File: src/hdl/dsi_pkg.sv
// shared types and constants for the drive safety interlock
`default_nettype none

package dsi_pkg;

	// field widths of one request
	localparam int unsigned POS_W    = 16;
	localparam int unsigned SWITCH_W = 2;
	localparam int unsigned MASK_W   = 4;
	localparam int unsigned EVENT_W  = 7;
	localparam int unsigned MODE_W   = 2;
	localparam int unsigned POS_FIELDS = 4;

	// a switch counts as on only in this position
	localparam logic [SWITCH_W-1:0] SWITCH_ON = 2'd2;

	// event bit positions
	localparam int unsigned EV_ESTOP   = 0;
	localparam int unsigned EV_ENABLED = 1;
	localparam int unsigned EV_CAPTURE = 2;
	localparam int unsigned EV_HOLD    = 3;
	localparam int unsigned EV_RELAX   = 4;
	localparam int unsigned EV_RUN     = 5;
	localparam int unsigned EV_OFF     = 6;

	// input request, last field in the lowest bits
	typedef struct packed {
		logic signed [POS_W-1:0]  position_three;
		logic signed [POS_W-1:0]  position_two;
		logic signed [POS_W-1:0]  position_one;
		logic signed [POS_W-1:0]  position_zero;
		logic [MASK_W-1:0]        online_mask;
		logic [SWITCH_W-1:0]      drive_switch;
		logic [SWITCH_W-1:0]      hold_switch;
		logic [SWITCH_W-1:0]      enable_switch;
		logic                     fault_flag;
		logic                     link_connected;
	} in_item_t;

	// result request, last field in the lowest bits
	typedef struct packed {
		logic signed [POS_W-1:0]  ref_three;
		logic signed [POS_W-1:0]  ref_two;
		logic signed [POS_W-1:0]  ref_one;
		logic signed [POS_W-1:0]  ref_zero;
		logic [MASK_W-1:0]        captured_mask;
		logic                     drive_active;
		logic                     hold_active;
		logic                     estop_flag;
		logic                     output_allowed;
		logic [EVENT_W-1:0]       event_bits;
		logic [MODE_W-1:0]        system_mode;
	} out_item_t;

	localparam int unsigned IN_ITEM_W  = $bits(in_item_t);
	localparam int unsigned OUT_ITEM_W = $bits(out_item_t);
	localparam int unsigned S_TDATA_W  = ((IN_ITEM_W + 7) / 8) * 8;
	localparam int unsigned M_TDATA_W  = ((OUT_ITEM_W + 7) / 8) * 8;

endpackage

`default_nettype wire

File: src/hdl/drive_safety_interlock_fsm_unit.sv
// Drive safety interlock: update register, mode logic and result register.
//
// Slave stream s_axis carries one status update per request; master stream
// m_axis returns exactly one result per update, in order. cfg_we writes the
// required-joint mask from cfg_wdata; write it only while no update is in
// flight.
// An accepted update sits in the update register; then the mode, hold, run
// and capture logic lands in the result register together with the new
// state, and m_axis_tvalid rises. One update per cycle is sustained while
// m_axis_tready stays high; the update register and the result register form
// a two-deep pipeline, so a new update is taken while a finished result waits.
// When the receiver holds m_axis_tready low the result register holds its
// request, the update register fills, and s_axis_tready then drops until the
// result is taken.
// Reset (arst_n low) empties both stages, sets the mode to disabled, clears
// hold, run, the captured mask and all hold references, and loads the
// required-joint mask with all joints.
`default_nettype none

module drive_safety_interlock_fsm_unit #(
	parameter int unsigned JOINT_COUNT    = 4,
	parameter int unsigned POSITION_WIDTH = 16
) (
	input  wire                                 clk,
	input  wire                                 arst_n,
	// required joint mask write
	input  wire                                 cfg_we,
	input  wire  [dsi_pkg::MASK_W-1:0]          cfg_wdata,
	// status update in
	input  wire                                 s_axis_tvalid,
	output logic                                s_axis_tready,
	// link_connected, fault_flag, enable_switch, hold_switch, drive_switch,
	// online_mask, position_zero, position_one, position_two, position_three
	input  wire  [dsi_pkg::S_TDATA_W-1:0]       s_axis_tdata,
	// result out
	output logic                                m_axis_tvalid,
	input  wire                                 m_axis_tready,
	// system_mode, event_bits, output_allowed, estop_flag, hold_active,
	// drive_active, captured_mask, ref_zero, ref_one, ref_two, ref_three
	output logic [dsi_pkg::M_TDATA_W-1:0]       m_axis_tdata
);
	import dsi_pkg::*;

	localparam int unsigned REF_N = (JOINT_COUNT < POS_FIELDS) ? JOINT_COUNT : POS_FIELDS;
	localparam int unsigned EXT_W = (POSITION_WIDTH > POS_W) ? POSITION_WIDTH : POS_W;

	typedef enum logic [MODE_W-1:0] {
		MODE_DISABLED = 2'd0,
		MODE_ENABLED  = 2'd1,
		MODE_ESTOP    = 2'd2
	} mode_t;

	// pipeline stages
	logic      in_valid_s1;
	in_item_t  in_s1;
	logic      out_valid_q;
	out_item_t out_q;
	logic      adv;

	// supervisor state
	mode_t                     mode_q;
	logic                      hold_q;
	logic                      run_q;
	logic [MASK_W-1:0]         req_mask_q;
	logic [MASK_W-1:0]         valid_mask_q;
	logic [POSITION_WIDTH-1:0] ref_q [REF_N];

	// next-state signals
	mode_t                     mode_n;
	logic [EVENT_W-1:0]        ev_n;
	logic                      capture;
	logic                      en_on;
	logic                      hold_n;
	logic                      run_n;
	logic [MASK_W-1:0]         valid_mask_n;
	logic [MASK_W-1:0]         online_req;
	logic [POS_W-1:0]          pos    [POS_FIELDS];
	logic [POS_W-1:0]          ref_out[POS_FIELDS];
	out_item_t                 out_n;

	// handshake: update stage moves on when the result register is free or its result is taken
	assign adv           = in_valid_s1 && (!out_valid_q || m_axis_tready);
	assign s_axis_tready = !in_valid_s1 || adv;
	assign m_axis_tvalid = out_valid_q;
	assign m_axis_tdata  = {{(M_TDATA_W - OUT_ITEM_W){1'b0}}, out_q};

	// update register
	always_ff @(posedge clk or negedge arst_n) begin
		if (!arst_n) begin
			in_valid_s1 <= 1'b0;
		end else if (s_axis_tready) begin
			in_valid_s1 <= s_axis_tvalid;
		end
	end

	always_ff @(posedge clk) begin
		if (s_axis_tready && s_axis_tvalid) begin
			in_s1 <= in_item_t'(s_axis_tdata[IN_ITEM_W-1:0]);
		end
	end

	// positions as an array
	assign pos[0] = in_s1.position_zero;
	assign pos[1] = in_s1.position_one;
	assign pos[2] = in_s1.position_two;
	assign pos[3] = in_s1.position_three;

	assign online_req = in_s1.online_mask & req_mask_q;

	// mode transition and events
	always_comb begin
		en_on        = (in_s1.enable_switch == SWITCH_ON);
		mode_n       = mode_q;
		ev_n         = '0;
		capture      = 1'b0;
		valid_mask_n = valid_mask_q;
		if (!in_s1.link_connected || in_s1.fault_flag) begin
			if (mode_q != MODE_ESTOP) begin
				ev_n[EV_ESTOP] = 1'b1;
			end
			mode_n = MODE_ESTOP;
		end else if (en_on) begin
			if (mode_q != MODE_ENABLED) begin
				if (online_req == req_mask_q) begin
					capture            = 1'b1;
					valid_mask_n       = online_req;
					ev_n[EV_ENABLED]   = 1'b1;
					ev_n[EV_CAPTURE]   = 1'b1;
					mode_n             = MODE_ENABLED;
				end else begin
					mode_n = MODE_DISABLED;
				end
			end
		end else begin
			if (mode_q == MODE_ENABLED) begin
				mode_n         = MODE_ESTOP;
				ev_n[EV_ESTOP] = 1'b1;
			end else if (mode_q != MODE_ESTOP) begin
				mode_n = MODE_DISABLED;
			end
		end

		// hold and run follow their switches only while enabled
		hold_n = (mode_n == MODE_ENABLED) && (in_s1.hold_switch == SWITCH_ON);
		run_n  = (mode_n == MODE_ENABLED) && (in_s1.drive_switch == SWITCH_ON);
		if (hold_n != hold_q) begin
			ev_n[EV_HOLD]  = hold_n;
			ev_n[EV_RELAX] = !hold_n;
		end
		if (run_n != run_q) begin
			ev_n[EV_RUN] = run_n;
			ev_n[EV_OFF] = !run_n;
		end
	end

	// hold references, one register per stored joint
	for (genvar i = 0; i < POS_FIELDS; i++) begin : g_ref
		if (i < REF_N) begin : g_store
			logic [POSITION_WIDTH-1:0] ref_n;
			assign ref_n      = capture ? POSITION_WIDTH'(EXT_W'(pos[i])) : ref_q[i];
			assign ref_out[i] = POS_W'(EXT_W'(ref_n));

			always_ff @(posedge clk or negedge arst_n) begin
				if (!arst_n) begin
					ref_q[i] <= '0;
				end else if (adv) begin
					ref_q[i] <= ref_n;
				end
			end
		end else begin : g_none
			assign ref_out[i] = '0;
		end
	end

	// result assembly
	always_comb begin
		out_n                = '0;
		out_n.system_mode    = mode_n;
		out_n.event_bits     = ev_n;
		out_n.output_allowed = (mode_n == MODE_ENABLED);
		out_n.estop_flag     = (mode_n == MODE_ESTOP);
		out_n.hold_active    = hold_n;
		out_n.drive_active   = run_n;
		out_n.captured_mask  = valid_mask_n;
		out_n.ref_zero       = ref_out[0];
		out_n.ref_one        = ref_out[1];
		out_n.ref_two        = ref_out[2];
		out_n.ref_three      = ref_out[3];
	end

	// state and result register
	always_ff @(posedge clk or negedge arst_n) begin
		if (!arst_n) begin
			mode_q       <= MODE_DISABLED;
			hold_q       <= 1'b0;
			run_q        <= 1'b0;
			valid_mask_q <= '0;
			out_valid_q  <= 1'b0;
		end else begin
			if (adv) begin
				mode_q       <= mode_n;
				hold_q       <= hold_n;
				run_q        <= run_n;
				valid_mask_q <= valid_mask_n;
				out_valid_q  <= 1'b1;
			end else if (m_axis_tready) begin
				out_valid_q <= 1'b0;
			end
		end
	end

	always_ff @(posedge clk) begin
		if (adv) begin
			out_q <= out_n;
		end
	end

	// required joint mask
	always_ff @(posedge clk or negedge arst_n) begin
		if (!arst_n) begin
			req_mask_q <= '1;
		end else if (cfg_we) begin
			req_mask_q <= cfg_wdata;
		end
	end

	// hold and run are only ever on while enabled
	a_hold_needs_enable: assert property (@(posedge clk) disable iff (!arst_n)
		(hold_q || run_q) |-> (mode_q == MODE_ENABLED))
		else $error("hold or run active outside enabled mode");

	// an estop event is only raised when leaving another mode
	a_estop_event_once: assert property (@(posedge clk) disable iff (!arst_n)
		(adv && ev_n[EV_ESTOP]) |-> (mode_q != MODE_ESTOP && mode_n == MODE_ESTOP))
		else $error("estop event without entering estop");

	// a capture records the online required joints
	a_capture_mask: assert property (@(posedge clk) disable iff (!arst_n)
		(adv && capture) |=> (valid_mask_q == $past(online_req) && mode_q == MODE_ENABLED))
		else $error("captured mask does not match required online joints");

	// a stalled result never loses the pending update
	a_no_overrun: assert property (@(posedge clk) disable iff (!arst_n)
		(out_valid_q && !m_axis_tready && in_valid_s1) |=> in_valid_s1)
		else $error("pending update dropped while result stalled");

endmodule

`default_nettype wire
File: config.mk
export PLATFORM = sky130hd
export DESIGN_NAME = drive_safety_interlock_fsm_unit
export DESIGN_NICKNAME = d
export VERILOG_FILES = /design/src/hdl/dsi_pkg.sv /design/src/hdl/drive_safety_interlock_fsm_unit.sv
export SDC_FILE = /design/constraint.sdc
export NUM_CORES = 1
export LEC_CHECK = 0
export ABC_AREA = 1
export BUFFER_PORTS_ARGS = -buffer_cell sky130_fd_sc_hd__buf_2
export CORE_ASPECT_RATIO = 1.25
export CORE_MARGIN = 2
export CORE_UTILIZATION = 42
export DETAILED_ROUTE_END_ITERATION = 12
export PLACE_DENSITY = 0.75
export SLEW_MARGIN = 0
export SYNTH_ARGS = -nofsm -noshare
export SYNTH_HDL_FRONTEND = slang
export SYNTH_SLANG_ARGS = --single-unit
File: constraint.sdc
create_clock -name clk -period 7 [get_ports clk]
set_clock_uncertainty 0.1 [all_clocks]
set_input_delay 1.05 -clock clk [delete_from_list [all_inputs] [get_ports clk]]
set_output_delay 1.05 -clock clk [all_outputs]
set_load 0.02 [all_outputs]
==> flow_summary_export.csv, run 1 <==
group,metric,value,unit
status,status,"completed",
timing,slew-limit-headroom,0.2628,
placed_design,gp_congestion,0.7722,
setup_path,r2r_end,"m_axis_tdata[78]",
clocking,cts_sinks,234,
timing,worst_slack,4130,ps
layout,mostFrequentLayoutCells,"buf_2 (166), edfxtp_1 (156), nand2_1 (105)",
layout,regArea,6641,sq um
setup_path,reg2reg_slack,4200,ps
run,maxCapViolCount,0,
layout,fin_nets,1023,
layout,multi_input_area,2191,sq um
clocking,clk_path_buf_depth,3,
yosys,syn_avg_cell_area,12.20,sq um
floorplanning,initial_core_util,0.4254,
floorplanning,core,22060,sq um
pwr,pwr-share-seq,0.455,
yosys,synth_area_leaders,"edfxtp_1 (50%), dfrtp_1 (20%), nand3b_1 (5.1%), and2_1 (4.3%), nand2_1 (4.2%)",
grt,grt_antenna_before_repair,1,
floorplanning,ios,179,
grt,grt_usage,0.1569,
routing,vias,5916,
floorplanning,rows,61,
pwr,p_clk_frac,0.341,
timing,grt_setup_unrepaired,"false",
timing,hold_viol_final,0,
layout,drive_above_1_share,0.2397,
grt,grt-ovfl-total,0,
pwr,pwr_density_cell,377.6,nW/um^2
pwr,p_sw,1.189,mW
setup_path,crit_path_max_fanout,85,
routing,ant_nets,0,
pwr,power.internal,3.096,mW
routing,avgRoutedWirePerCell,15.00,um
grt,grt_pass1_vias,5863,
clocking,cts_root_buffer,"clkbuf_16",
pwr,comb_power_share,0.204,
setup_path,required,7030,ps
pwr,ir_worst_vdd,0.2223,mV
clocking,cts_setup_buffers,0,
routing,route.final.wire_length,18540,um
grt,grt_pass1_wl,28960,um
yosys,synth.lib_cells_used.distinct,25,
layout,area_growth,20.92,%
setup_path,crit_start,"m_axis_tready",
placed_design,io_buffers,167,
yosys,ys_seq_area_frac,0.7078,
pwr,power_leakage,4.994,nW
floorplanning,die_w,137.7,um
placed_design,hpwlAfterDp,11110,um
timing,finalSetupTns,0,ps
clocking,hold_buffers,0,
floorplanning,die_h,171.1,um
setup_path,criticalPathCategory,"input port to flip-flop",
pwr,finalPower,4.285,mW
grt,grt_max_degree,86,
yosys,ys_ff_latch,234,
setup_path,timing.rr.start,"req_mask_q[1]",
clocking,cts_tree,"yes",
yosys,synth_top_area_share,0.4993,
clocking,clock_latency,520,ps
min_path,hold_path_class,"input port to asynchronous set/reset pin",
timing,finalSetupViolCount,0,
placed_design,dp_slack,3623,ps
routing,route.detailed.drc,0,
layout,final_common_cell,"buf_2",
routing,vias_per_cell,4.786,
yosys,syn_inst,769,
yosys,netlist_area,9383,sq um
setup_path,critPathArrivalTime,2900,ps
pwr,sw_frac_of_total,0.2774,
layout,utilization,0.5144,
timing,worst_slew_pin_slew,1106,ps
clocking,clkTransAtPathRegs,60,ps
clocking,cts_resized,0,
routing,drtIter0Drc,351,
yosys,ys.warnings.count,0,
floorplanning,dieArea,23560,sq um
yosys,synth_largest_area_cell,"edfxtp_1",
clocking,cts_buffers,25,
setup_path,start_kind,"input port",
timing,finalCritPeriodShare,0.4100,
layout,fill_cells,1922,
clocking,ctsHtreeMaxLevel,1,
timing,fmax,348.5,MHz
setup_path,ff2ff_path_depth,8,
timing,slew_violations,0,
timing,holdWs,363.3,ps
routing,dr.pass1.iters,4,
timing,period_needed,2870,ps
setup_path,end_kind,"flip-flop",
## worst max path at each step
| stage | to | slack (ps) |
|---|---|---|
| 3_5_place_dp | ref_q[14] | 3620 |
| 2_1_floorplan | in_s1[0] | 3580 |
| 5_1_grt | ref_q[6] | 3860 |
| 4_1_cts | ref_q[14] | 4150 |
| 3_3_place_gp | m_axis_tdata[42] | 3600 |
| 6_report | m_axis_tdata[74] | 4130 |
## logic make-up (layout without fill, tap and decap cells)
| kind of cell | count (synthesis) | in the layout | synth area share |
|---|---|---|---|
| buf+inv | 134 | 310 | 0.06254 |
| flops | 234 | 234 | 0.7078 |
| mux | 3 | 3 | 0.003600 |
| simple gates | 318 | 318 | 0.1810 |
| compound gates | 77 | 77 | 0.04201 |
| other cells | 1 | 9 | 0.0003997 |
| fa+ha+maj | 2 | 2 | 0.002667 |
## sequential cells by signal (all words and copies together), names as in the netlist, 2 cells and up
name	cells
mode_q	2
req_mask_q	4
valid_mask_q	4
m_axis_tdata	80
in_s1	76
ref_q	64
## synth_stat cells
| cell | instances |
|---|---|
| a21oi_1 | 2 |
| and2_1 | 64 |
| buf_2 | 22 |
| buf_4 | 15 |
| clkbuf_1 | 7 |
| conb_1 | 1 |
| dfrtp_1 | 74 |
| dfstp_2 | 4 |
| edfxtp_1 | 156 |
| ha_1 | 2 |
| inv_1 | 89 |
| inv_2 | 1 |
| mux2_2 | 3 |
| nand2_1 | 105 |
| nand2_2 | 1 |
| nand3_1 | 68 |
| nand3b_1 | 64 |
| nand4_1 | 3 |
| nor2_1 | 11 |
| nor2_2 | 1 |
| nor3_2 | 1 |
| o21ai_0 | 37 |
| o21ai_1 | 35 |
| o21ai_2 | 1 |
| o21bai_1 | 2 |
## per-layer routing
metal / track usage / vias up / share of wire
li1: - / 2911 / -
met1: 0.1925 / 2824 / 0.41
met2: 0.2738 / 148 / 0.51
met3: 0.02844 / 33 / 0.054
met4: 0.05917 / 0 / 0.031
met5: 0 / - / 0
## power groups by stage
stage	clock network (mW)	logic, mW	registers [mW]
floorplan	0	0.488	2.11
global placement	0	0.840	1.97
detailed placement	0	0.878	1.98
CTS	1.49	0.883	1.96
global route	1.55	0.992	1.98
finish	1.46	0.874	1.95
## area by class of cell
| class | count | area share |
|---|---|---|
| inverter | 90 | 0.03033 |
| tap | 283 | 0.03121 |
| timing repair buffer | 174 | 0.07852 |
| clock inverter | 15 | 0.02305 |
| antenna | 2 | 0.0004411 |
| multi-input combinational | 407 | 0.1931 |
| sequential | 234 | 0.5854 |
| clock buffer | 31 | 0.05801 |
## through the flow
stage / std cells / cell area, sq um
3_3_place_gp: 1188 / 10420
5_1_grt: 1235 / 11340
3_5_place_dp: 1188 / 10420
6_report: 1236 / 11350
2_1_floorplan: 775 / 9405
4_1_cts: 1234 / 11340
## critical path, cell delays in order
cell     delay (ps)
buf_2            80
inv_1            40
nand2_1          60
nand2_1         280
inv_6           560
buf_4           750
Note: power is estimated with default switching activity, not from simulation.
==> run 2, diff against run 1 <==
- clock period: 7 -> 3 ns (I/O delays scaled with it)
==> flow_summary_export.csv, run 2 (synthesis gave the netlist of run 1 again) <==
group,metric,value,unit
layout,largest_reg_flops,80,
timing,finalSetupTns,0,ps
clocking,clk_path_buf_depth,3,
timing,fmax,440.8,MHz
placed_design,gp_congestion,0.7852,
timing,worst_slew_pin_slew,792.0,ps
clocking,cts_buffers,26,
setup_path,required,3180,ps
setup_path,ff2ff_path_depth,5,
routing,route.final.wire_length,20080,um
clocking,cts_tree,"yes",
setup_path,end_kind,"flip-flop",
grt,grt-ovfl-total,0,
routing,vias,6310,
run,maxCapViolCount,0,
timing,finalSetupViolCount,0,
setup_path,crit_path_max_fanout,39,
clocking,cts_root_buffer,"clkbuf_16",
clocking,clkTransAtPathRegs,60,ps
floorplanning,core,22060,sq um
pwr,power_leakage,5.320,nW
layout,mostFrequentLayoutCells,"buf_2 (166), edfxtp_1 (156), nand2_1 (105)",
setup_path,slowest_stage,"buf_4",
pwr,pwr_density_cell,833.3,nW/um^2
min_path,hold_path_class,"input port to flip-flop",
setup_path,criticalPathCategory,"flip-flop to flip-flop",
grt,grt_busiest_layer,"met2",
layout,area_growth,28.90,%
clocking,cts_resized,0,
status,status,"completed",
timing,slew_violations,0,
setup_path,critPathArrivalTime,2450,ps
clocking,clock_latency,530,ps
timing,hold_viol_final,0,
setup_path,start_kind,"flip-flop",
routing,ant_nets,0,
placed_design,hpwlAfterDp,11890,um
layout,utilization,0.5483,
min_path,hold_path_depth,1,
clocking,cts_sinks,234,
layout,final_common_cell,"buf_2",
routing,drtIter0Drc,339,
grt,grt_pass1_wl,31580,um
routing,route.detailed.drc,0,
floorplanning,dieArea,23560,sq um
timing,period_needed,2269,ps
floorplanning,initial_core_util,0.4254,
layout,fill_cells,1815,
floorplanning,ios,179,
layout,drive_above_1_share,0.2317,
grt,grt_usage,0.1704,
grt,grt_max_degree,65,
floorplanning,die_h,171.1,um
layout,fin_nets,1094,
floorplanning,die_w,137.7,um
grt,use_met3,0.02489,
grt,grt_use_met1,0.2084,
grt,grt_pass1_vias,6468,
routing,avgRoutedWirePerCell,15.36,um
pwr,ir_worst_vdd,0.6118,mV
floorplanning,rows,61,
grt,grt_antenna_before_repair,0,
grt,grt.met2_usage,0.2972,
timing,grt_setup_unrepaired,"false",
timing,finalCritPeriodShare,0.7562,
setup_path,cp_cell_sequence,"ha_1 -> nor3_4 -> buf_4 -> nand3b_1 -> and2_1",
placed_design,io_buffers,167,
clocking,cts_setup_buffers,0,
clocking,ctsHtreeMaxLevel,1,
routing,vias_per_cell,4.828,
routing,dr.pass1.iters,4,
timing,slew-limit-headroom,0.4720,
setup_path,cpPeakStageDelay,480,ps
run 2: cell types whose count changed in the layout (fill, tap and decap cells not counted):
cell           before  now
buf_12              0    5
bufinv_16           7    5
clkbuf_1            5    3
clkbuf_16          25   26
clkinv_2            3    6
clkinv_4            0    2
clkinv_8            0    1
diode_2             2    1
dlygate4sd3_1       0   65
inv_6               4    2
inv_8               0    1
run 2: path summary, 6_finish.rpt:
path | slack [ps] | end | start
worst max-delay path | 730 | m_axis_tdata[72] | mode_q[0]
max in group asynchronous | 1780 | req_mask_q[3] | arst_n
worst min-delay path | 20 | in_s1[39] | s_axis_tdata[39]
min in group asynchronous | 320 | ref_q[44] | arst_n
worst min register to register | 390 | valid_mask_q[3] | valid_mask_q[3]
worst max register to register | 730 | m_axis_tdata[72] | mode_q[0]
run 2: area by class of cell:
class | instances | area, sq um | area share
Timing Repair Buffer | 244 | 1642 | 0.1357
Clock buffer | 30 | 675.6 | 0.05587
Inverter | 90 | 344.1 | 0.02845
Sequential cell | 234 | 6641 | 0.5491
Tap cell | 283 | 354.1 | 0.02928
Clock inverter | 18 | 244.0 | 0.02017
Multi-Input combinational cell | 407 | 2191 | 0.1812
Antenna cell | 1 | 2.502 | 0.0002069
run 2: through the flow:
stage	hold WS (ps)	cell area (sq um)	setup WS (ps)	power, mW	std cells
finish	15.63	12090	731.4	10.08	1307
global route	0.5189	12090	629.6	10.63	1306
CTS	1.001	12060	745.6	10.17	1303
detailed placement	343.0	10520	774.7	6.710	1193
global placement	337.3	10520	813.8	6.592	1193
floorplan	54.41	9405	153.1	6.051	775
run 2: worst max-delay path: cells and delay by family (launching register included):
kind                       cells  cell delay (ps)
and+or+nand+nor                3              670
buffers and inverters          1              480
adders and majority gates      1              300
DFF                            1              430
run 2: metal layers:
metal / vias up / wire (um)
met3: 61 / 912
met5: - / 0
met4: 0 / 750
met2: 180 / 10430
met1: 3013 / 7982
li1: 3056 / -
run 2: timing repair:
item | 4_1_cts | 5_1_grt
hold buffers | 62 | 3
setup endpoints to repair | 0 | 0
hold endpoints to repair | 93 | 3
run 2: report_power, final:
group	switching, mW	leakage (nW)	internal, mW
clock	1.31	0.450	2.06
sequential	0.212	2.55	4.34
combinational	1.36	2.32	0.797
total	2.87	5.32	7.20
